File: config.mk
export PLATFORM = sky130hd
export DESIGN_NAME = numeric_literal_classifier
export DESIGN_NICKNAME = d
export VERILOG_FILES = /design/src/design/nlc_pkg.sv /design/src/design/nlc_char_class.sv /design/src/design/nlc_int_dfa.sv /design/src/design/nlc_real_dfa.sv /design/src/design/numeric_literal_classifier.sv
export SDC_FILE = /design/constraint.sdc
export NUM_CORES = 1
export LEC_CHECK = 0
export BUFFER_PORTS_ARGS = -buffer_cell sky130_fd_sc_hd__buf_2
export CORE_UTILIZATION = 51
export CTS_BUF_LIST = sky130_fd_sc_hd__clkbuf_8 sky130_fd_sc_hd__clkbuf_16
export CTS_CLUSTER_DIAMETER = 60
export DETAILED_ROUTE_END_ITERATION = 16
export HOLD_SLACK_MARGIN = 0.1
export PLACE_DENSITY = 0.75
export SLEW_MARGIN = 0
export SYNTH_ARGS = -nofsm -noshare
export SYNTH_HDL_FRONTEND = slang
export SYNTH_HIERARCHICAL = 1
export SYNTH_SLANG_ARGS = --single-unit
File: constraint.sdc
create_clock -name clk -period 3 [get_ports clk]
set_input_delay 0.3 -clock clk [delete_from_list [all_inputs] [get_ports clk]]
set_output_delay 0.3 -clock clk [all_outputs]
set_load 0.01 [all_outputs]
File: src/design/nlc_pkg.sv
// nlc_pkg: shared types and character constants for the numeric literal classifier.
// No dependencies; used by every module in the design folder.
package nlc_pkg;

  localparam logic [7:0] CharPlus  = 8'h2B;  // '+'
  localparam logic [7:0] CharMinus = 8'h2D;  // '-'
  localparam logic [7:0] CharPoint = 8'h2E;  // '.'
  localparam logic [7:0] CharExpUp = 8'h45;  // 'E'
  localparam logic [7:0] CharExpLo = 8'h65;  // 'e'
  localparam logic [7:0] CharLpar  = 8'h28;  // '('
  localparam logic [7:0] CharRpar  = 8'h29;  // ')'
  localparam logic [7:0] CharZero  = 8'h30;  // '0'
  localparam logic [7:0] CharNine  = 8'h39;  // '9'

  // Decoded character class, shared by both recognizers
  typedef struct packed {
    logic digit;
    logic sign;
    logic point;
    logic exp_mark;
    logic lpar;
    logic rpar;
  } char_class_t;

  typedef enum logic [2:0] {
    I_START,
    I_SIGN,
    I_DIGITS,
    I_LPAR,
    I_UDIGITS,
    I_CLOSED,
    I_DEAD
  } int_phase_t;

  typedef enum logic [3:0] {
    R_START,
    R_SIGN,
    R_LPOINT,
    R_IDIGITS,
    R_TPOINT,
    R_FDIGITS,
    R_EMARK,
    R_ESIGN,
    R_EDIGITS,
    R_LPAR,
    R_UDIGITS,
    R_CLOSED,
    R_DEAD
  } real_phase_t;

endpackage

File: src/design/nlc_char_class.sv
// nlc_char_class: decodes one ASCII byte into the class flags the recognizers use.
// Depends on nlc_pkg.
module nlc_char_class (
  input  logic [7:0]          character,
  output nlc_pkg::char_class_t cls
);

  always_comb begin
    cls.digit    = (character >= nlc_pkg::CharZero) && (character <= nlc_pkg::CharNine);
    cls.sign     = (character == nlc_pkg::CharPlus) || (character == nlc_pkg::CharMinus);
    cls.point    = (character == nlc_pkg::CharPoint);
    cls.exp_mark = (character == nlc_pkg::CharExpUp) || (character == nlc_pkg::CharExpLo);
    cls.lpar     = (character == nlc_pkg::CharLpar);
    cls.rpar     = (character == nlc_pkg::CharRpar);
  end

endmodule

File: src/design/nlc_int_dfa.sv
// nlc_int_dfa: integer recognizer, state register plus transition logic.
// Depends on nlc_pkg.
module nlc_int_dfa (
  input  logic                clk,
  input  logic                rst,
  input  logic                step,      // consume one character
  input  logic                last,      // token ends with this character
  input  nlc_pkg::char_class_t cls,
  output logic                accept     // verdict after this character
);

  nlc_pkg::int_phase_t phase, phase_step, phase_next;

  always_comb begin
    unique case (phase)
      nlc_pkg::I_START:
        phase_step = cls.digit ? nlc_pkg::I_DIGITS :
                     cls.sign  ? nlc_pkg::I_SIGN : nlc_pkg::I_DEAD;
      nlc_pkg::I_SIGN:
        phase_step = cls.digit ? nlc_pkg::I_DIGITS : nlc_pkg::I_DEAD;
      nlc_pkg::I_DIGITS:
        phase_step = cls.digit ? nlc_pkg::I_DIGITS :
                     cls.lpar  ? nlc_pkg::I_LPAR : nlc_pkg::I_DEAD;
      nlc_pkg::I_LPAR:
        phase_step = cls.digit ? nlc_pkg::I_UDIGITS : nlc_pkg::I_DEAD;
      nlc_pkg::I_UDIGITS:
        phase_step = cls.digit ? nlc_pkg::I_UDIGITS :
                     cls.rpar  ? nlc_pkg::I_CLOSED : nlc_pkg::I_DEAD;
      default:
        phase_step = nlc_pkg::I_DEAD;
    endcase

    accept = (phase_step == nlc_pkg::I_DIGITS) || (phase_step == nlc_pkg::I_CLOSED);

    phase_next = phase;
    if (step) begin
      phase_next = last ? nlc_pkg::I_START : phase_step;
    end
  end

  always_ff @(posedge clk) begin
    if (rst) begin
      phase <= nlc_pkg::I_START;
    end else begin
      phase <= phase_next;
    end
  end

endmodule

File: src/design/nlc_real_dfa.sv
// nlc_real_dfa: real-number recognizer, state register plus transition logic.
// Depends on nlc_pkg.
module nlc_real_dfa (
  input  logic                clk,
  input  logic                rst,
  input  logic                step,
  input  logic                last,
  input  nlc_pkg::char_class_t cls,
  output logic                accept
);

  nlc_pkg::real_phase_t phase, phase_step, phase_next, tail;

  always_comb begin
    // after a complete mantissa: exponent or uncertainty may follow
    tail = cls.exp_mark ? nlc_pkg::R_EMARK :
           cls.lpar     ? nlc_pkg::R_LPAR : nlc_pkg::R_DEAD;

    unique case (phase)
      nlc_pkg::R_START:
        phase_step = cls.digit ? nlc_pkg::R_IDIGITS :
                     cls.sign  ? nlc_pkg::R_SIGN :
                     cls.point ? nlc_pkg::R_LPOINT : nlc_pkg::R_DEAD;
      nlc_pkg::R_SIGN:
        phase_step = cls.digit ? nlc_pkg::R_IDIGITS :
                     cls.point ? nlc_pkg::R_LPOINT : nlc_pkg::R_DEAD;
      nlc_pkg::R_LPOINT:
        phase_step = cls.digit ? nlc_pkg::R_FDIGITS : nlc_pkg::R_DEAD;
      nlc_pkg::R_IDIGITS:
        phase_step = cls.digit ? nlc_pkg::R_IDIGITS :
                     cls.point ? nlc_pkg::R_TPOINT : tail;
      nlc_pkg::R_TPOINT, nlc_pkg::R_FDIGITS:
        phase_step = cls.digit ? nlc_pkg::R_FDIGITS : tail;
      nlc_pkg::R_EMARK:
        phase_step = cls.digit ? nlc_pkg::R_EDIGITS :
                     cls.sign  ? nlc_pkg::R_ESIGN : nlc_pkg::R_DEAD;
      nlc_pkg::R_ESIGN:
        phase_step = cls.digit ? nlc_pkg::R_EDIGITS : nlc_pkg::R_DEAD;
      nlc_pkg::R_EDIGITS:
        phase_step = cls.digit ? nlc_pkg::R_EDIGITS :
                     cls.lpar  ? nlc_pkg::R_LPAR : nlc_pkg::R_DEAD;
      nlc_pkg::R_LPAR:
        phase_step = cls.digit ? nlc_pkg::R_UDIGITS : nlc_pkg::R_DEAD;
      nlc_pkg::R_UDIGITS:
        phase_step = cls.digit ? nlc_pkg::R_UDIGITS :
                     cls.rpar  ? nlc_pkg::R_CLOSED : nlc_pkg::R_DEAD;
      default:
        phase_step = nlc_pkg::R_DEAD;
    endcase

    accept = (phase_step == nlc_pkg::R_IDIGITS) || (phase_step == nlc_pkg::R_TPOINT) ||
             (phase_step == nlc_pkg::R_FDIGITS) || (phase_step == nlc_pkg::R_EDIGITS) ||
             (phase_step == nlc_pkg::R_CLOSED);

    phase_next = phase;
    if (step) begin
      phase_next = last ? nlc_pkg::R_START : phase_step;
    end
  end

  always_ff @(posedge clk) begin
    if (rst) begin
      phase <= nlc_pkg::R_START;
    end else begin
      phase <= phase_next;
    end
  end

endmodule

File: src/design/numeric_literal_classifier.sv
// Numeric literal classifier: feed a token one byte per transfer on the character
// channel, with last_char set on its final byte. Each token yields exactly one
// verdict transfer (integer_ok, real_ok); bytes without last_char yield none. Rate:
// one byte per cycle sustained unless a final byte stalls on the verdict channel.
// Bytes sit in an input register, then both recognizers step in the same cycle
// as the byte moves on; the verdict lands in an output register. A non-final
// byte never waits on the verdict channel, so only a final byte can stall behind
// an untaken verdict.
//
// Depends on nlc_pkg, nlc_char_class, nlc_int_dfa, nlc_real_dfa.
module numeric_literal_classifier (
  input  logic       clk,
  input  logic       rst,
  // character channel
  input  logic       char_valid,
  output logic       char_ready,
  input  logic [7:0] character,
  input  logic       last_char,
  // verdict channel
  output logic       verdict_valid,
  input  logic       verdict_ready,
  output logic       integer_ok,
  output logic       real_ok
);

  // input register stage
  logic       in_valid;
  logic [7:0] in_char;
  logic       in_last;

  logic                 step;      // registered byte consumed by the recognizers
  logic                 out_free;  // verdict register can take a new value
  logic                 int_acc, real_acc;
  nlc_pkg::char_class_t cls;

  assign out_free   = !verdict_valid || verdict_ready;
  assign step       = in_valid && (!in_last || out_free);
  assign char_ready = !in_valid || step;

  always_ff @(posedge clk) begin
    if (rst) begin
      in_valid <= 1'b0;
    end else if (char_ready) begin
      in_valid <= char_valid;
    end
  end

  // payload only, no reset needed
  always_ff @(posedge clk) begin
    if (char_valid && char_ready) begin
      in_char <= character;
      in_last <= last_char;
    end
  end

  nlc_char_class u_class (
    .character (in_char),
    .cls       (cls)
  );

  nlc_int_dfa u_int (
    .clk    (clk),
    .rst    (rst),
    .step   (step),
    .last   (in_last),
    .cls    (cls),
    .accept (int_acc)
  );

  nlc_real_dfa u_real (
    .clk    (clk),
    .rst    (rst),
    .step   (step),
    .last   (in_last),
    .cls    (cls),
    .accept (real_acc)
  );

  // verdict register: loads on the final byte of a token
  always_ff @(posedge clk) begin
    if (rst) begin
      verdict_valid <= 1'b0;
    end else if (step && in_last) begin
      verdict_valid <= 1'b1;
    end else if (verdict_ready) begin
      verdict_valid <= 1'b0;
    end
  end

  always_ff @(posedge clk) begin
    if (step && in_last) begin
      integer_ok <= int_acc;
      real_ok    <= real_acc;
    end
  end

endmodule

== Word level (Yosys, flattened, before mapping) ==
Cells that the tools add are included.
Word-level totals
  register bits after elaboration: 20
  input port bits: 13
  output and inout port bits: 4
Operators by class
  $lt $le $gt $ge: 2
  equality and inequality tests: 28
  multiplexer cells: 31
  reductions and logical operators: 21
Operators with widths (count)
  two-way mux 4 bit: 14
  == test 8 x 6 -> 1 bit, second input constant: 5
  one-hot mux 4 bit (10 select lines): 1
  two-way mux 3 bit: 11
  == test 4 x 3 -> 1 bit, second input constant: 6
  == test 4 bit, second input constant: 5
  == test 8 x 7 -> 1 bit, second input constant: 2
  one-hot mux 3 bit (5 select lines): 1
  == test 4 x 2 -> 1 bit, second input constant: 3
  logical OR 1 bit: 10
  == test 3 x 2 -> 1 bit, second input constant: 3
  greater-or-equal comparator 8 x 6 -> 1 bit, second input constant: 1
  less-or-equal comparator 8 x 6 -> 1 bit, second input constant: 1
  == test 3 bit, second input constant: 2
  == test 4 x 1 -> 1 bit, second input constant: 1
  logical AND 1 bit: 4
  logical NOT 4 bit: 1
  two-way mux 2 bit: 2
  == test 3 x 1 -> 1 bit, second input constant: 1
  logical NOT 1 bit: 3
  logical NOT 3 bit: 1
  two-way mux 1 bit: 2
  nonzero test 2 bit: 1
  OR reduction 2 bit: 1

== Logic depth before layout (Yosys ltp) ==
  word-level depth: 11
  gate-level depth with buffers: 9

== Cells and area by module ==
The synthesis kept the hierarchy.
By module, submodules not included
  nlc_real_dfa: times used 1, cells an instance 77, area an instance 529.3 um^2, seq. area each 80.1 um^2
  numeric_literal_classifier: times used 1, cells an instance 23, area an instance 434.2 um^2, seq. area each 370.4 um^2
  nlc_int_dfa: times used 1, cells an instance 27, area an instance 235.2 um^2, seq. area each 60.1 um^2
  nlc_char_class: times used 1, cells an instance 15, area an instance 111.4 um^2, seq. area each 0.0 um^2

== Least setup slack after synthesis ==
No wires, ideal clock.
  kind: reg2reg
  start: register in_char[2]
  end: register real_ok, data pin
  setup time: 0.256 ns
  arrival time: 2.609 ns
  required time: 2.744 ns
  slack: 0.135 ns
  stages on the path, launching flop included: 10
  path buffers: 1
  period minus slack after synthesis: 2.865 ns
  path through: edfxtp_1 > o21ai_0 > nor4bb_1 > clkbuf_1 > a21bo_2 > o22ai_2 > a21oi_1 > o221ai_2 > xnor2_1 > o21ai_2
RTL lines
  from (decl): line numeric_literal_classifier.sv:28  | logic [7:0] in_char;
  from (signal assigned): line numeric_literal_classifier.sv:51  | in_char <= character;
  to (signal assigned): line numeric_literal_classifier.sv:93  | real_ok <= real_acc;
  to (decl): line numeric_literal_classifier.sv:23  | output logic real_ok

==> flow_metrics.env <==
export IMPL_dieArea_um2=2780
export IMPL_postSynthAreaPerCell_um2=9.23
export IMPL_initial_core_util_pct=53.4
export IMPL_clock_latency_ns=0.26
export IMPL_rr_endpoint="real_ok$_DFFE_PP_"
export IMPL_post_cts_setup_buffers=0
export IMPL_end_kind="register"
export IMPL_n_antenna_cell=0
export IMPL_synth_top_area_share_pct=25.2
export IMPL_cts_resized=0
export IMPL_setup_tns_ns=0
export IMPL_yosys_warnings=6
export IMPL_cts_buffer_depth=2
export IMPL_area_growth_synth_to_final_pct=15.1
export IMPL_routedWlPerCell_um=14.5
export IMPL_power_density_nw_per_um2=377
export IMPL_cts_made_buffers=3
export IMPL_synthTopCellsByCount="13 x a21oi_1, 12 x nor2_1, 11 x edfxtp_1"
export IMPL_firstDrtPassIters=4
export IMPL_fmaxAchievable_mhz=370
export IMPL_grt_pass1_wl_um=4450
export IMPL_drive_gt1_share_pct=23.5
export IMPL_cp_start_kind="register"
export IMPL_ys_ff_latch=20
export IMPL_synthesis_nets=155
export IMPL_synthFlopType="edfxtp_1"
export IMPL_yosysTopAreaCell="edfxtp_1"
export IMPL_synth_cell_types=49
export IMPL_status="completed"
export IMPL_netlist_area_um2=1310
export IMPL_rows=18
export IMPL_crit_type="reg2reg"
export IMPL_grt_pass1_vias=1050
export IMPL_drc=0
export IMPL_gp_congestion=0.882
export IMPL_ir_drop_v=0.000487
export IMPL_place_area_um2=1460
export IMPL_synth_edf_count=11
export IMPL_synth_area_leaders="edfxtp_1 25%, dfxtp_1 14%, a21oi_1 5.0%"
export IMPL_cts_tree="yes"
export IMPL_io_buffers=16
export IMPL_nets=176
export IMPL_routed_wl_um=2790
export IMPL_clockRootBuffer="clkbuf_8"
export IMPL_reg2reg_depth=8
export IMPL_vias_per_cell=6.29
export IMPL_min_period_ns=2.70
export IMPL_clkSlewWorstSetupHoldPaths_ns=0.07
export IMPL_skew_ns=0.00325
export IMPL_syn_inst=142
export IMPL_htree_levels=1
export IMPL_fillers=212
export IMPL_cts_sinks=20
export IMPL_grt_usage_pct=22.2
export IMPL_die_y_um=52.7
export IMPL_worstPathArrival_ns=2.72
export IMPL_holdPathEnd="in_char[2]$_DFFE_PP_"
export IMPL_crit_fanout=5
export IMPL_report_final_setup_viol=0
export IMPL_rsz0062_at_grt="false"
export IMPL_finalHoldViolations=0
export IMPL_ios=17
export IMPL_drv_cap=0
export IMPL_cp_required_ns=3.02
export IMPL_synth_most_common_cell="a21oi_1"
export IMPL_core_um2=2450
export IMPL_rr_startpoint="in_char[2]$_DFFE_PP_"
export IMPL_drtAntennaViolNets=0
export IMPL_min_period_over_period_pct=90.1
export IMPL_grt_max_degree=21
export IMPL_die_x_um=52.7
export IMPL_worstMarginPinSlew_ns=0.752
export IMPL_timing_final_max_slew_violations=0
export IMPL_power_leakage_nw=0.537
export IMPL_overflow=0
export IMPL_slew_headroom_pct=49.8
export IMPL_vias=1207
export IMPL_fin_area_um2=1510
export IMPL_hp_start="character[2]"
export IMPL_holdBufCountCts=0
export IMPL_drt_initial_drc_count=43
export IMPL_ys_seq_area_share_pct=39.0
export IMPL_min_path_type="in2reg"
export IMPL_synthArstFlopShare_pct=0
export IMPL_antenna_found_initial=0
export IMPL_hpwlAfterDp_um=2060
export IMPL_holdPathStages=1
export IMPL_reg2reg_slack_ns=0.30
-- worst max-delay path, cell delays in order (launching register included) --
cell and delay [ns]:
edfxtp_1 0.46, or4b_4 0.57, nor4b_2 0.28, or4b_4 0.51, o22ai_2 0.15, a21oi_1 0.07, o221ai_2 0.21, xnor2_1 0.16
o21ai_2 0.06
-- routing by layer --
metal  part of all wire [%]  vias to the layer above  global-route usage (%)
li1                       -                      579                       -
met2                     49                       47                    37.1
met3                    7.2                        8                    4.06
met5                      0                        -                       0
met1                     42                      573                    27.6
met4                    1.4                        0                    9.21
-- final cells by class --
class	instances	area [um2]	area share [%]
Clock buffer	3	41.3	2.74
Clock inverter	1	3.75	0.249
Inverter	7	26.3	1.74
Multi-Input combinational cell	110	758	50.3
Sequential cell	20	510	33.9
Tap cell	30	37.5	2.49
Timing Repair Buffer	21	130	8.63
-- flip-flops by register name, indices dropped and copies added (netlist names) --
signal,cells
in_char,8
u_real/phase,4
u_int/phase,3
in_last,1
in_valid,1
integer_ok,1
real_ok,1
verdict_valid,1
-- stage by stage --
step           worst slack, ns  hold slack (ns)  power, mW  util (%)  cells
2_1_floorplan            0.135            0.369      0.374         -    142
5_1_grt                  0.198            0.205      0.592      61.4    192
6_report                 0.296            0.217      0.569      61.4    192
3_5_place_dp             0.311            0.478      0.400      59.6    188
3_3_place_gp             0.387            0.477      0.396      59.6    188
4_1_cts                  0.305            0.211      0.572      61.4    192
-- how the worst max path moves through the flow --
stage,slack [ns],end,from,cells past startpoint
floorplan,0.14,real_ok$_DFFE_PP_,in_char[2]$_DFFE_PP_,9
global placement,0.39,real_ok$_DFFE_PP_,in_char[2]$_DFFE_PP_,8
detailed placement,0.31,real_ok$_DFFE_PP_,in_char[2]$_DFFE_PP_,8
CTS,0.31,real_ok$_DFFE_PP_,in_char[2]$_DFFE_PP_,8
global route,0.20,real_ok$_DFFE_PP_,in_char[2]$_DFFE_PP_,8
finish,0.30,real_ok$_DFFE_PP_,in_char[2]$_DFFE_PP_,8
-- placed cells by master, fill, tap and decap left out, types with 2 or more instances in the layout --
cell type  Yosys  layout
inv_1          7       7
nor2_1        12      12
nor3_1         5       5
nand3b_1       2       2
buf_4          0       4
o21ai_1        2       2
and2b_1        3       3
dfxtp_1        9       9
o22ai_1        4       4
nand3_1        5       5
nand2b_1       8       8
edfxtp_1      11      11
nor4_1         3       3
xnor2_1        2       2
clkbuf_8       0       3
a2bb2oi_1      2       2
nand2_1        7       7
nor2b_1        4       4
o311ai_1       2       2
o21ai_0        4       4
or4b_4         2       2
a21oi_1       13      13
or2b_1         2       2
buf_2          2      16
nand4b_1       2       2
-- kinds of logic (layout without fill, tap and decap cells) --
kind of cell,count (synthesis),in the layout,share of synthesized area [%]
AND/OR/NAND/NOR,66,66,32.2
AO/OA/AOI/OAI,40,40,22.3
flip-flops,20,20,39.0
buffers and inverters,12,32,3.63
XOR/XNOR,3,3,2.01
multiplexers,1,1,0.860
-- power by group --
group | total, mW | switching [mW] | internal [mW]
sequential | 0.322 | 0.0175 | 0.304
combinational | 0.0731 | 0.0366 | 0.0365
clock | 0.174 | 0.0831 | 0.0911
Note: power is estimated with default switching activity, not from simulation.
